**src/design/rpg_pkg.sv**
```systemverilog
// Package for the resource pressure governor: payload structs, register
// indexes, reset values and the low-threshold helpers.
// No dependencies.
`default_nettype none

package rpg_pkg;

  localparam int BYTES_W = 40;
  localparam int COUNT_W = 32;
  localparam int RUN_W = 16;
  localparam int LEVEL_W = 2;
  localparam int FLAG_W = 7;
  localparam int RATIO_W = 17;
  localparam int CFG_INDEX_W = 4;
  localparam int CFG_DATA_W = 40;

  localparam logic [LEVEL_W-1:0] LEVEL_MAX = 2'd2;
  localparam logic [LEVEL_W-1:0] LEVEL_MIN = 2'd0;
  localparam logic [RUN_W-1:0] RUN_SAT = 16'hFFFF;

  localparam int FLAG_ASSET = 0;
  localparam int FLAG_ACTOR = 1;
  localparam int FLAG_UPLOAD = 2;
  localparam int FLAG_GPU = 3;
  localparam int FLAG_DESC = 4;
  localparam int FLAG_NATIVE = 5;
  localparam int FLAG_TRANSIENT = 6;

  typedef enum logic [CFG_INDEX_W-1:0] {
    REG_ASSET_HIGH = 4'd0,
    REG_ACTOR_LIMIT = 4'd1,
    REG_UPLOAD_BYTES = 4'd2,
    REG_UPLOAD_TASKS = 4'd3,
    REG_GPU_BYTES = 4'd4,
    REG_DESC_LIMIT = 4'd5,
    REG_NATIVE_LIMIT = 4'd6,
    REG_FRAME_THR = 4'd7
  } reg_index_t;

  localparam logic [BYTES_W-1:0] ASSET_HIGH_RST = 40'd268435456;
  localparam logic [COUNT_W-1:0] ACTOR_LIMIT_RST = 32'd4096;
  localparam logic [BYTES_W-1:0] UPLOAD_BYTES_RST = 40'd67108864;
  localparam logic [COUNT_W-1:0] UPLOAD_TASKS_RST = 32'd256;
  localparam logic [BYTES_W-1:0] GPU_BYTES_RST = 40'd1073741824;
  localparam logic [COUNT_W-1:0] DESC_LIMIT_RST = 32'd65536;
  localparam logic [COUNT_W-1:0] NATIVE_LIMIT_RST = 32'd65536;
  localparam logic [COUNT_W-1:0] FRAME_THR_RST = 32'd3932190;

  typedef struct packed {
    logic [BYTES_W-1:0] asset_bytes;
    logic               asset_target_met;
    logic [COUNT_W-1:0] live_actor_count;
    logic [BYTES_W-1:0] pending_upload_bytes;
    logic [COUNT_W-1:0] pending_upload_tasks;
    logic [BYTES_W-1:0] gpu_live_bytes;
    logic [COUNT_W-1:0] live_descriptor_count;
    logic [COUNT_W-1:0] live_native_slots;
    logic               transient_over;
  } in_t;

  typedef struct packed {
    logic [FLAG_W-1:0]  pressure_mask;
    logic               asset_evict_blocked;
    logic [LEVEL_W-1:0] quality_level;
    logic [COUNT_W-1:0] quality_change_count;
    logic [COUNT_W-1:0] pressured_frame_count;
    logic [COUNT_W-1:0] violation_change_count;
    logic [COUNT_W-1:0] frame_number;
  } out_t;

  // floor(limit * ratio / 65536); ratio <= 65536 keeps the result within the limit
  function automatic logic [BYTES_W-1:0] low40(input logic [BYTES_W-1:0] limit,
                                               input logic [RATIO_W-1:0] ratio);
    logic [BYTES_W+RATIO_W-1:0] prod;
    prod = {{RATIO_W{1'b0}}, limit} * {{BYTES_W{1'b0}}, ratio};
    return prod[BYTES_W+15:16];
  endfunction

  function automatic logic [COUNT_W-1:0] low32(input logic [COUNT_W-1:0] limit,
                                               input logic [RATIO_W-1:0] ratio);
    logic [COUNT_W+RATIO_W-1:0] prod;
    prod = {{RATIO_W{1'b0}}, limit} * {{COUNT_W{1'b0}}, ratio};
    return prod[COUNT_W+15:16];
  endfunction

endpackage

`default_nettype wire

```
**src/design/resource_pressure_governor.sv**
```systemverilog
// Resource pressure governor: hysteresis pressure flags, quality stepping
// and frame statistics. Depends on rpg_pkg.
//
// Usage: one frame sample per in_data transaction (valid/ready). Each sample
// yields exactly one out_data transaction carrying the pressure mask, the
// quality level and the running counters after that frame.
// Configuration: cfg_valid/cfg_index/cfg_data write one limit register per
// transaction; cfg_ready is always high and indexes above 7 are dropped.
// Low thresholds are computed when the limit is written, by a constant
// multiply on cfg_data, so a sample may follow a write in the next cycle.
// Path: an accepted sample is captured in the input register, and its result
// is registered in the output register once that register can advance.
// Throughput: one sample per cycle while the output is not stalled, set by the single
// pass from the input register to the output register.
// Stall: while a result waits in out_data with out_ready low the output register holds;
// the input register still takes one more sample if empty, then in_ready drops.
// Reset (rst, synchronous): flags, run counters, level and statistics clear,
// limits return to their defaults, both registers empty.
`default_nettype none

module resource_pressure_governor
  import rpg_pkg::*;
#(
  parameter int unsigned ASSET_LOW_RATIO = 52429,
  parameter int unsigned ACTOR_LOW_RATIO = 58982,
  parameter int unsigned UPLOAD_LOW_RATIO = 52429,
  parameter int unsigned GPU_LOW_RATIO = 52429,
  parameter int unsigned DESC_LOW_RATIO = 58982
) (
  input  wire logic                   clk,
  input  wire logic                   rst,
  input  wire logic                   in_valid,
  output logic                        in_ready,
  input  wire in_t                    in_data,
  output logic                        out_valid,
  input  wire logic                   out_ready,
  output out_t                        out_data,
  input  wire logic                   cfg_valid,
  output logic                        cfg_ready,
  input  wire logic [CFG_INDEX_W-1:0] cfg_index,
  input  wire logic [CFG_DATA_W-1:0]  cfg_data
);

  localparam logic [RATIO_W-1:0] R_ASSET = RATIO_W'(ASSET_LOW_RATIO);
  localparam logic [RATIO_W-1:0] R_ACTOR = RATIO_W'(ACTOR_LOW_RATIO);
  localparam logic [RATIO_W-1:0] R_UPLOAD = RATIO_W'(UPLOAD_LOW_RATIO);
  localparam logic [RATIO_W-1:0] R_GPU = RATIO_W'(GPU_LOW_RATIO);
  localparam logic [RATIO_W-1:0] R_DESC = RATIO_W'(DESC_LOW_RATIO);

  logic [BYTES_W-1:0] asset_high, asset_low;
  logic [COUNT_W-1:0] actor_limit, actor_low;
  logic [BYTES_W-1:0] upload_bytes_limit, upload_bytes_low;
  logic [COUNT_W-1:0] upload_task_limit, upload_task_low;
  logic [BYTES_W-1:0] gpu_bytes_limit, gpu_bytes_low;
  logic [COUNT_W-1:0] desc_limit, desc_low;
  logic [COUNT_W-1:0] native_limit, native_low;
  logic [COUNT_W-1:0] frame_thr;

  logic [FLAG_W-1:0]  flags;
  logic [RUN_W-1:0]   pressure_run, healthy_run;
  logic [LEVEL_W-1:0] level;
  logic [COUNT_W-1:0] level_changes, pressured_frames, violation_changes, frame_total;

  logic               s1_valid;
  in_t                s1_data;
  logic               advance;

  logic [FLAG_W-1:0]  flags_next;
  logic [RUN_W-1:0]   pressure_run_next, healthy_run_next;
  logic [LEVEL_W-1:0] level_next;
  logic [COUNT_W-1:0] level_changes_next, pressured_frames_next;
  logic [COUNT_W-1:0] violation_changes_next, frame_total_next;
  logic               gpu_pressure, any_next, any_prev;
  logic [RUN_W-1:0]   run_p, run_h, deg_thr, res_thr;
  out_t               result;

  assign cfg_ready = 1'b1;

  always_ff @(posedge clk) begin
    if (rst) begin
      asset_high <= ASSET_HIGH_RST;
      asset_low <= low40(ASSET_HIGH_RST, R_ASSET);
      actor_limit <= ACTOR_LIMIT_RST;
      actor_low <= low32(ACTOR_LIMIT_RST, R_ACTOR);
      upload_bytes_limit <= UPLOAD_BYTES_RST;
      upload_bytes_low <= low40(UPLOAD_BYTES_RST, R_UPLOAD);
      upload_task_limit <= UPLOAD_TASKS_RST;
      upload_task_low <= low32(UPLOAD_TASKS_RST, R_UPLOAD);
      gpu_bytes_limit <= GPU_BYTES_RST;
      gpu_bytes_low <= low40(GPU_BYTES_RST, R_GPU);
      desc_limit <= DESC_LIMIT_RST;
      desc_low <= low32(DESC_LIMIT_RST, R_DESC);
      native_limit <= NATIVE_LIMIT_RST;
      native_low <= low32(NATIVE_LIMIT_RST, R_DESC);
      frame_thr <= FRAME_THR_RST;
    end else if (cfg_valid && cfg_ready) begin
      case (cfg_index)
        REG_ASSET_HIGH: begin
          asset_high <= cfg_data;
          asset_low <= low40(cfg_data, R_ASSET);
        end
        REG_ACTOR_LIMIT: begin
          actor_limit <= cfg_data[COUNT_W-1:0];
          actor_low <= low32(cfg_data[COUNT_W-1:0], R_ACTOR);
        end
        REG_UPLOAD_BYTES: begin
          upload_bytes_limit <= cfg_data;
          upload_bytes_low <= low40(cfg_data, R_UPLOAD);
        end
        REG_UPLOAD_TASKS: begin
          upload_task_limit <= cfg_data[COUNT_W-1:0];
          upload_task_low <= low32(cfg_data[COUNT_W-1:0], R_UPLOAD);
        end
        REG_GPU_BYTES: begin
          gpu_bytes_limit <= cfg_data;
          gpu_bytes_low <= low40(cfg_data, R_GPU);
        end
        REG_DESC_LIMIT: begin
          desc_limit <= cfg_data[COUNT_W-1:0];
          desc_low <= low32(cfg_data[COUNT_W-1:0], R_DESC);
        end
        REG_NATIVE_LIMIT: begin
          native_limit <= cfg_data[COUNT_W-1:0];
          native_low <= low32(cfg_data[COUNT_W-1:0], R_DESC);
        end
        REG_FRAME_THR: begin
          frame_thr <= cfg_data[COUNT_W-1:0];
        end
        default: begin
        end
      endcase
    end
  end

  assign advance = !out_valid || out_ready;
  assign in_ready = !s1_valid || advance;

  always_ff @(posedge clk) begin
    if (rst) begin
      s1_valid <= 1'b0;
    end else if (in_ready) begin
      s1_valid <= in_valid;
    end
  end

  always_ff @(posedge clk) begin
    if (in_valid && in_ready) begin
      s1_data <= in_data;
    end
  end

  always_comb begin
    flags_next = '0;
    flags_next[FLAG_ASSET] = flags[FLAG_ASSET] ? (s1_data.asset_bytes > asset_low)
                                               : (s1_data.asset_bytes > asset_high);
    flags_next[FLAG_ACTOR] = flags[FLAG_ACTOR] ? (s1_data.live_actor_count > actor_low)
                                               : (s1_data.live_actor_count > actor_limit);
    flags_next[FLAG_UPLOAD] = flags[FLAG_UPLOAD] ?
        ((s1_data.pending_upload_bytes > upload_bytes_low) ||
         (s1_data.pending_upload_tasks > upload_task_low)) :
        ((s1_data.pending_upload_bytes > upload_bytes_limit) ||
         (s1_data.pending_upload_tasks > upload_task_limit));
    flags_next[FLAG_GPU] = flags[FLAG_GPU] ? (s1_data.gpu_live_bytes > gpu_bytes_low)
                                           : (s1_data.gpu_live_bytes > gpu_bytes_limit);
    flags_next[FLAG_DESC] = flags[FLAG_DESC] ?
        (s1_data.live_descriptor_count > desc_low) :
        (s1_data.live_descriptor_count > desc_limit);
    flags_next[FLAG_NATIVE] = flags[FLAG_NATIVE] ?
        (s1_data.live_native_slots > native_low) :
        (s1_data.live_native_slots > native_limit);
    flags_next[FLAG_TRANSIENT] = s1_data.transient_over;

    gpu_pressure = |flags_next[FLAG_TRANSIENT:FLAG_GPU];
    any_next = |flags_next;
    any_prev = |flags;
    deg_thr = frame_thr[RUN_W-1:0];
    res_thr = frame_thr[COUNT_W-1:RUN_W];

    if (gpu_pressure) begin
      run_p = (pressure_run == RUN_SAT) ? pressure_run : pressure_run + 16'd1;
      run_h = '0;
    end else begin
      run_p = '0;
      run_h = (healthy_run == RUN_SAT) ? healthy_run : healthy_run + 16'd1;
    end

    pressure_run_next = run_p;
    healthy_run_next = run_h;
    level_next = level;
    level_changes_next = level_changes;
    if (run_p >= deg_thr && level < LEVEL_MAX) begin
      level_next = level + 2'd1;
      pressure_run_next = '0;
      level_changes_next = level_changes + 32'd1;
    end else if (run_h >= res_thr && level > LEVEL_MIN) begin
      level_next = level - 2'd1;
      healthy_run_next = '0;
      level_changes_next = level_changes + 32'd1;
    end

    pressured_frames_next = any_next ? pressured_frames + 32'd1 : pressured_frames;
    violation_changes_next = (any_next != any_prev) ? violation_changes + 32'd1
                                                    : violation_changes;
    frame_total_next = frame_total + 32'd1;

    result.pressure_mask = flags_next;
    result.asset_evict_blocked = flags_next[FLAG_ASSET] && !s1_data.asset_target_met;
    result.quality_level = level_next;
    result.quality_change_count = level_changes_next;
    result.pressured_frame_count = pressured_frames_next;
    result.violation_change_count = violation_changes_next;
    result.frame_number = frame_total_next;
  end

  always_ff @(posedge clk) begin
    if (rst) begin
      flags <= '0;
      pressure_run <= '0;
      healthy_run <= '0;
      level <= LEVEL_MIN;
      level_changes <= '0;
      pressured_frames <= '0;
      violation_changes <= '0;
      frame_total <= '0;
      out_valid <= 1'b0;
    end else if (s1_valid && advance) begin
      flags <= flags_next;
      pressure_run <= pressure_run_next;
      healthy_run <= healthy_run_next;
      level <= level_next;
      level_changes <= level_changes_next;
      pressured_frames <= pressured_frames_next;
      violation_changes <= violation_changes_next;
      frame_total <= frame_total_next;
      out_valid <= 1'b1;
    end else if (out_ready) begin
      out_valid <= 1'b0;
    end
  end

  always_ff @(posedge clk) begin
    if (s1_valid && advance) begin
      out_data <= result;
    end
  end

`ifndef SYNTH
  a_level_range: assert property (@(posedge clk) disable iff (rst)
    level <= LEVEL_MAX)
    else $error("quality level out of range");

  a_runs_exclusive: assert property (@(posedge clk) disable iff (rst)
    !(pressure_run != '0 && healthy_run != '0))
    else $error("pressure and healthy runs both nonzero");

  a_level_counted: assert property (@(posedge clk) disable iff (rst)
    s1_valid && advance && level_next != level
    |=> level_changes == $past(level_changes) + 32'd1)
    else $error("level change not counted");

  a_frame_step: assert property (@(posedge clk) disable iff (rst)
    s1_valid && advance |=> out_valid && frame_total == $past(frame_total) + 32'd1)
    else $error("frame counter did not advance with result");

  a_state_hold: assert property (@(posedge clk) disable iff (rst)
    !(s1_valid && advance) |=> frame_total == $past(frame_total) && level == $past(level))
    else $error("state changed without a transaction");
`endif

endmodule

`default_nettype wire
```
**config.mk**
```make
export PLATFORM = sky130hd
export DESIGN_NAME = resource_pressure_governor
export DESIGN_NICKNAME = d
export VERILOG_FILES = /design/src/design/rpg_pkg.sv /design/src/design/resource_pressure_governor.sv
export SDC_FILE = /design/constraint.sdc
export NUM_CORES = 2
export LEC_CHECK = 0
export BUFFER_PORTS_ARGS = -buffer_cell sky130_fd_sc_hd__buf_2
export CORE_ASPECT_RATIO = 0.5
export CORE_MARGIN = 1
export CORE_UTILIZATION = 63
export DETAILED_ROUTE_END_ITERATION = 8
export PLACE_DENSITY_LB_ADDON = 0.05
export SLEW_MARGIN = 5
export SYNTH_ARGS = -nofsm -noshare
export SYNTH_HDL_FRONTEND = slang
export SYNTH_SLANG_ARGS = --single-unit
```
**constraint.sdc**
```tcl
create_clock -name clk -period 9.7 [get_ports clk]
set_clock_uncertainty 0.05 [all_clocks]
set_input_delay 1.455 -clock clk [delete_from_list [all_inputs] [get_ports clk]]
set_output_delay 1.455 -clock clk [all_outputs]
set_load 0.1 [all_outputs]
```
### Word-level counts from Yosys, hierarchy flattened

Index checks and enable logic that the tools add are counted.

* output and inout bits: 141
* memories kept: 0
* register bits after elaboration: 1087
* word-level logic and storage cells: 126
* input port bits: 299
* bits in read-only memories: 0
* RAM bits: 0
* bits in latches: 0

* reductions and logical operators: 25
* shifts and indexed selects: 0
* multiply operators: 3
* equality and inequality tests: 10
* mux-type cells: 21
* $add $sub $neg: 8
* bitwise operators: 0
* magnitude comparators: 18
* divide/modulo/power cells: 0

Operators by type and width (count)
* $gt 32x32->1: 8
* $gt 40x40->1: 6
* $add 32x1->32 const B: 4
* $mux 32: 4
* $mux 16: 7
* $mul 40x16->56 const B: 1
* $mul 32x16->48 const B: 1
* $mul 32x15->47 const B: 1
* $add 16x1->16 const B: 2
* $eq 16x16->1 const B: 2
* $ge 16x16->1: 2
* $eq 4x3->1 const B: 4
* $reduce_and 2->1: 8
* $reduce_or 7->1: 2
* $eq 4x2->1 const B: 2
* $mux 1: 8
* $logic_and 1x1->1: 5
* $eq 4x1->1 const B: 1
* $logic_not 4->1: 1
* $logic_or 1x1->1: 4
* $mux 2: 2
* $reduce_or 4->1: 1
* $logic_not 1->1: 3
* $add 2x1->2 const B: 1
* 5 further kinds: 5

### Depth between registers and ports, before layout

* depth in word-level cells: 8
* gate-level depth with buffers: 25
* depth with buffers taken out: 23

### Least setup slack after synthesis

Ideal clock, no wire load.

* path kind: input port to flip-flop
* start: in out_ready
* end: reg s1_data, in the netlist flags_next[6] (enable)
* data arrival time: 7.958 ns
* setup time: 0.641 ns
* data required time: 9.009 ns
* stages: 3
* setup slack: 1.051 ns
* buffers on the path: 0
* path through: nor2b_1 -> nand2_1 -> and2_1

* word-level cells in the longest chain between the ends: 3

RTL lines
* start, declared: line resource_pressure_governor.sv:36 `input wire logic out_ready,`
* $logic_or 1x1->1: line resource_pressure_governor.sv:135 `assign advance = !out_valid || out_ready;`
* $logic_or 1x1->1: line resource_pressure_governor.sv:136 `assign in_ready = !s1_valid || advance;`
* net in_ready: line resource_pressure_governor.sv:33 `output logic in_ready,`
* $logic_and 1x1->1: line resource_pressure_governor.sv:147 `if (in_valid && in_ready) begin`
* end signal, assigned: line resource_pressure_governor.sv:148 `s1_data <= in_data;`
* end, declared: line resource_pressure_governor.sv:65 `in_t s1_data;`

The timed path passes the listed nets, and every way through them passes these cells.
A chain may end at the register's enable or synchronous reset.

### Worst setup path in the final report

* start: in cfg_data[2]
* end: reg gpu_bytes_low[37]

* word-level cells in the longest chain between the ends: 1

RTL lines
* start, declared: line resource_pressure_governor.sv:41 `input wire logic [CFG_DATA_W-1:0] cfg_data`
* $mul 40x16->56: line rpg_pkg.sv:75 `prod = {{RATIO_W{1'b0}}, limit} * {{BYTES_W{1'b0}}, ratio};`
* end signal, assigned: line resource_pressure_governor.sv:90 `gpu_bytes_low <= low40(GPU_BYTES_RST, R_GPU);`
* end signal, assigned: line resource_pressure_governor.sv:116 `gpu_bytes_low <= low40(cfg_data, R_GPU);`
* end, declared: line resource_pressure_governor.sv:54 `logic [BYTES_W-1:0] gpu_bytes_limit, gpu_bytes_low;`

No other way between the ends.

==> flow_summary.json <==
{
  "period_share": 0.833,
  "p_leak_nw": 34.8,
  "synth_area_um2": 74200,
  "max_slew_margin": 0.142,
  "mostFrequentLayoutCells": "inv_1, nand2_1, ha_1",
  "numCtsBuffers": 97,
  "drc_errors": 0,
  "status": "finished clean",
  "die_y_um": 245,
  "tightest_slew_ns": 1.28,
  "power_density_nw_per_um2": 365,
  "finalSetupViolations": 0,
  "totalWireLength_um": 226000,
  "nNetsFinal": 10100,
  "clock-sinks": 1087,
  "gp_congestion": 1.04,
  "async_flop_share": 0,
  "avgViaCountPerCell": 5.88,
  "yosysWarnings": 0,
  "crit_type": "primary input to flop",
  "cts_hold_buf": 0,
  "synth_flop_cell": "dfxtp_1",
  "fin_ws_ns": 1.62,
  "worstSetupStartpointType": "primary input",
  "finalHoldViolCount": 0,
  "clk_path_buf_depth": 3,
  "cts-root-buf": "clkbuf_16",
  "port-buffer-count": 438,
  "drive_above_1_share": 0.0923,
  "post_cts_buffers": 0,
  "place_area_um2": 77900,
  "ant_nets": 0,
  "required_ns": 10.19,
  "cp-end-kind": "flop",
  "cts_resized": 0,
  "insertion_delay_ns": 0.73,
  "ys_types": 91,
  "hp-class": "flop to flop",
  "path_clk_slew_ns": 0.06,
  "core_area_um2": 116000,
  "preCtsSetupSlack_ns": 1.08,
  "drv_cap": 0,
  "syn-num-nets": 9747,
  "drt_first_pass_iters": 6,
  "seq_area_frac_synth": 0.346,
  "crit_arrival_ns": 8.57,
  "grt_pass1_vias": 55500,
  "critPathMaxFanout": 16,
  "pin_count": 440,
  "synth_edf_count": 388,
  "avgSynthCellArea_um2": 9.18,
  "antenna_found_initial": 16,
  "syn_inst": 8075,
  "dieArea_um2": 119000,
  "fin_area_um2": 81500,
  "final_common_cell": "inv_1",
  "grt_start_max_net_pins": 230,
  "vias": 59100,
  "initial_core_util": 0.640,
  "die_w_um": 487,
  "max_freq_mhz": 124,
  "setup_tns_ns": 0,
  "first_iter_violations": 5804,
  "rows": 88,
  "area_growth_pct": 9.84,
  "htreeDepth": 3,
  "ys_ff_latch": 1087,
  "wl_per_cell_um": 22.4,
  "grt_pass1_wl_um": 337000,
  "rsz0062_at_grt": "false",
  "drv_slew": 0,
  "cts_tree": "yes",
  "dp_hpwl_um": 174000,
  "track_usage": 0.378,
  "p_total_mw": 29.7,
  "grt-ovfl-total": 0,
  "period_needed_ns": 8.08,
  "ir_drop_mv": 0.932
}
[registers in the layout, summed over array words and instances, names as in the netlist, 40 cells and up]
register	count
s1_data	249
out_data	138
gpu_bytes_limit	40
upload_bytes_limit	40
asset_low	40
asset_high	40
upload_bytes_low	40
gpu_bytes_low	40
[cell usage after synthesis, drive strengths merged, types with 66 or more instances]
cell,count,area [µm²]
inv,1235,4640
nand2,1084,4070
ha,940,11800
a21oi,732,3660
dfxtp,699,14000
fa,433,8670
nor2,403,1510
edfxtp,388,11700
clkbuf,283,1060
nand3,223,1120
o21ai,209,1050
xnor2,162,1420
nand4,131,832
xor2,117,1020
a21o,95,713
nor3,92,465
o211ai,85,638
nor2b,66,413
[critical path, cell delays in order]
cell and delay (ns):
buf_2 0.40, ha_1 0.38, xnor2_1 0.24, inv_1 0.11, ha_1 0.18, or2_2 0.33
fa_1 0.56, inv_1 0.08, fa_1 0.51, fa_1 0.53, fa_1 0.54, inv_1 0.04
ha_1 0.51, nand4_1 0.16, nor2_1 0.21, nand2_1 0.08, a21oi_1 0.43, o211ai_1 0.30
a21boi_0 0.57, o211ai_1 0.19, a21oi_1 0.47, or4_1 0.20, o32ai_1 0.07
[per-stage QoR]
stage                     cells  hold WS, ns  utilization
after floorplan            8075        0.375            -
after global placement     9861        0.391        0.672
after detailed placement   9861        0.395        0.672
after CTS                 10000        0.403        0.702
after global routing      10000        0.416        0.702
final                     10100        0.403        0.703
[cell type report]
class / count / area [µm²]
Fill cell: 9316 / 34500
Sequential cell: 1087 / 25600
Timing Repair Buffer: 522 / 2860
Tap cell: 1575 / 1970
Antenna cell: 8 / 20.0
Clock buffer: 113 / 2600
Inverter: 1236 / 4650
Clock inverter: 70 / 918
Multi-Input combinational cell: 5441 / 42800
[path summary, 6_finish.rpt]
kind	from	endpoint	slack (ns)	cells after the start
worst max-delay path	cfg_data[2]	gpu_bytes_low[37]	1.62	23
worst min-delay path	upload_bytes_limit[4]	upload_bytes_limit[4]	0.40	2
worst max register to register	s1_data[103]	healthy_run[9]	2.50	21
worst min register to register	upload_bytes_limit[4]	upload_bytes_limit[4]	0.40	2
[routing by layer]
layer | up-vias | part of all wire | global-route usage
met1 | 28200 | 0.42 | 0.522
li1 | 27800 | - | -
met2 | 2572 | 0.43 | 0.566
met3 | 477 | 0.11 | 0.104
met4 | 20 | 0.041 | 0.144
met5 | - | 0.00065 | 0
[cell families (layout without fill, tap and decap cells)]
group           Yosys count  in the layout  synth area share
simple gates           2284           2284             0.140
buf+inv                1547           1941            0.0789
fa+ha+maj              1373           1373             0.275
flops                  1087           1087             0.346
compound gates         1417           1417             0.114
other cells               1              9         0.0000506
xor+xnor                279            279            0.0329
mux                      87             87            0.0124
[where the power goes]
group / leakage [nW] / internal (mW) / switching, mW / total [mW]
logic: 23.8 / 6.15 / 14.1 / 20.3
clock network: 1.69 / 2.37 / 1.92 / 4.29
registers: 9.32 / 4.99 / 0.179 / 5.17
Power figures use the tool's default switching activity.
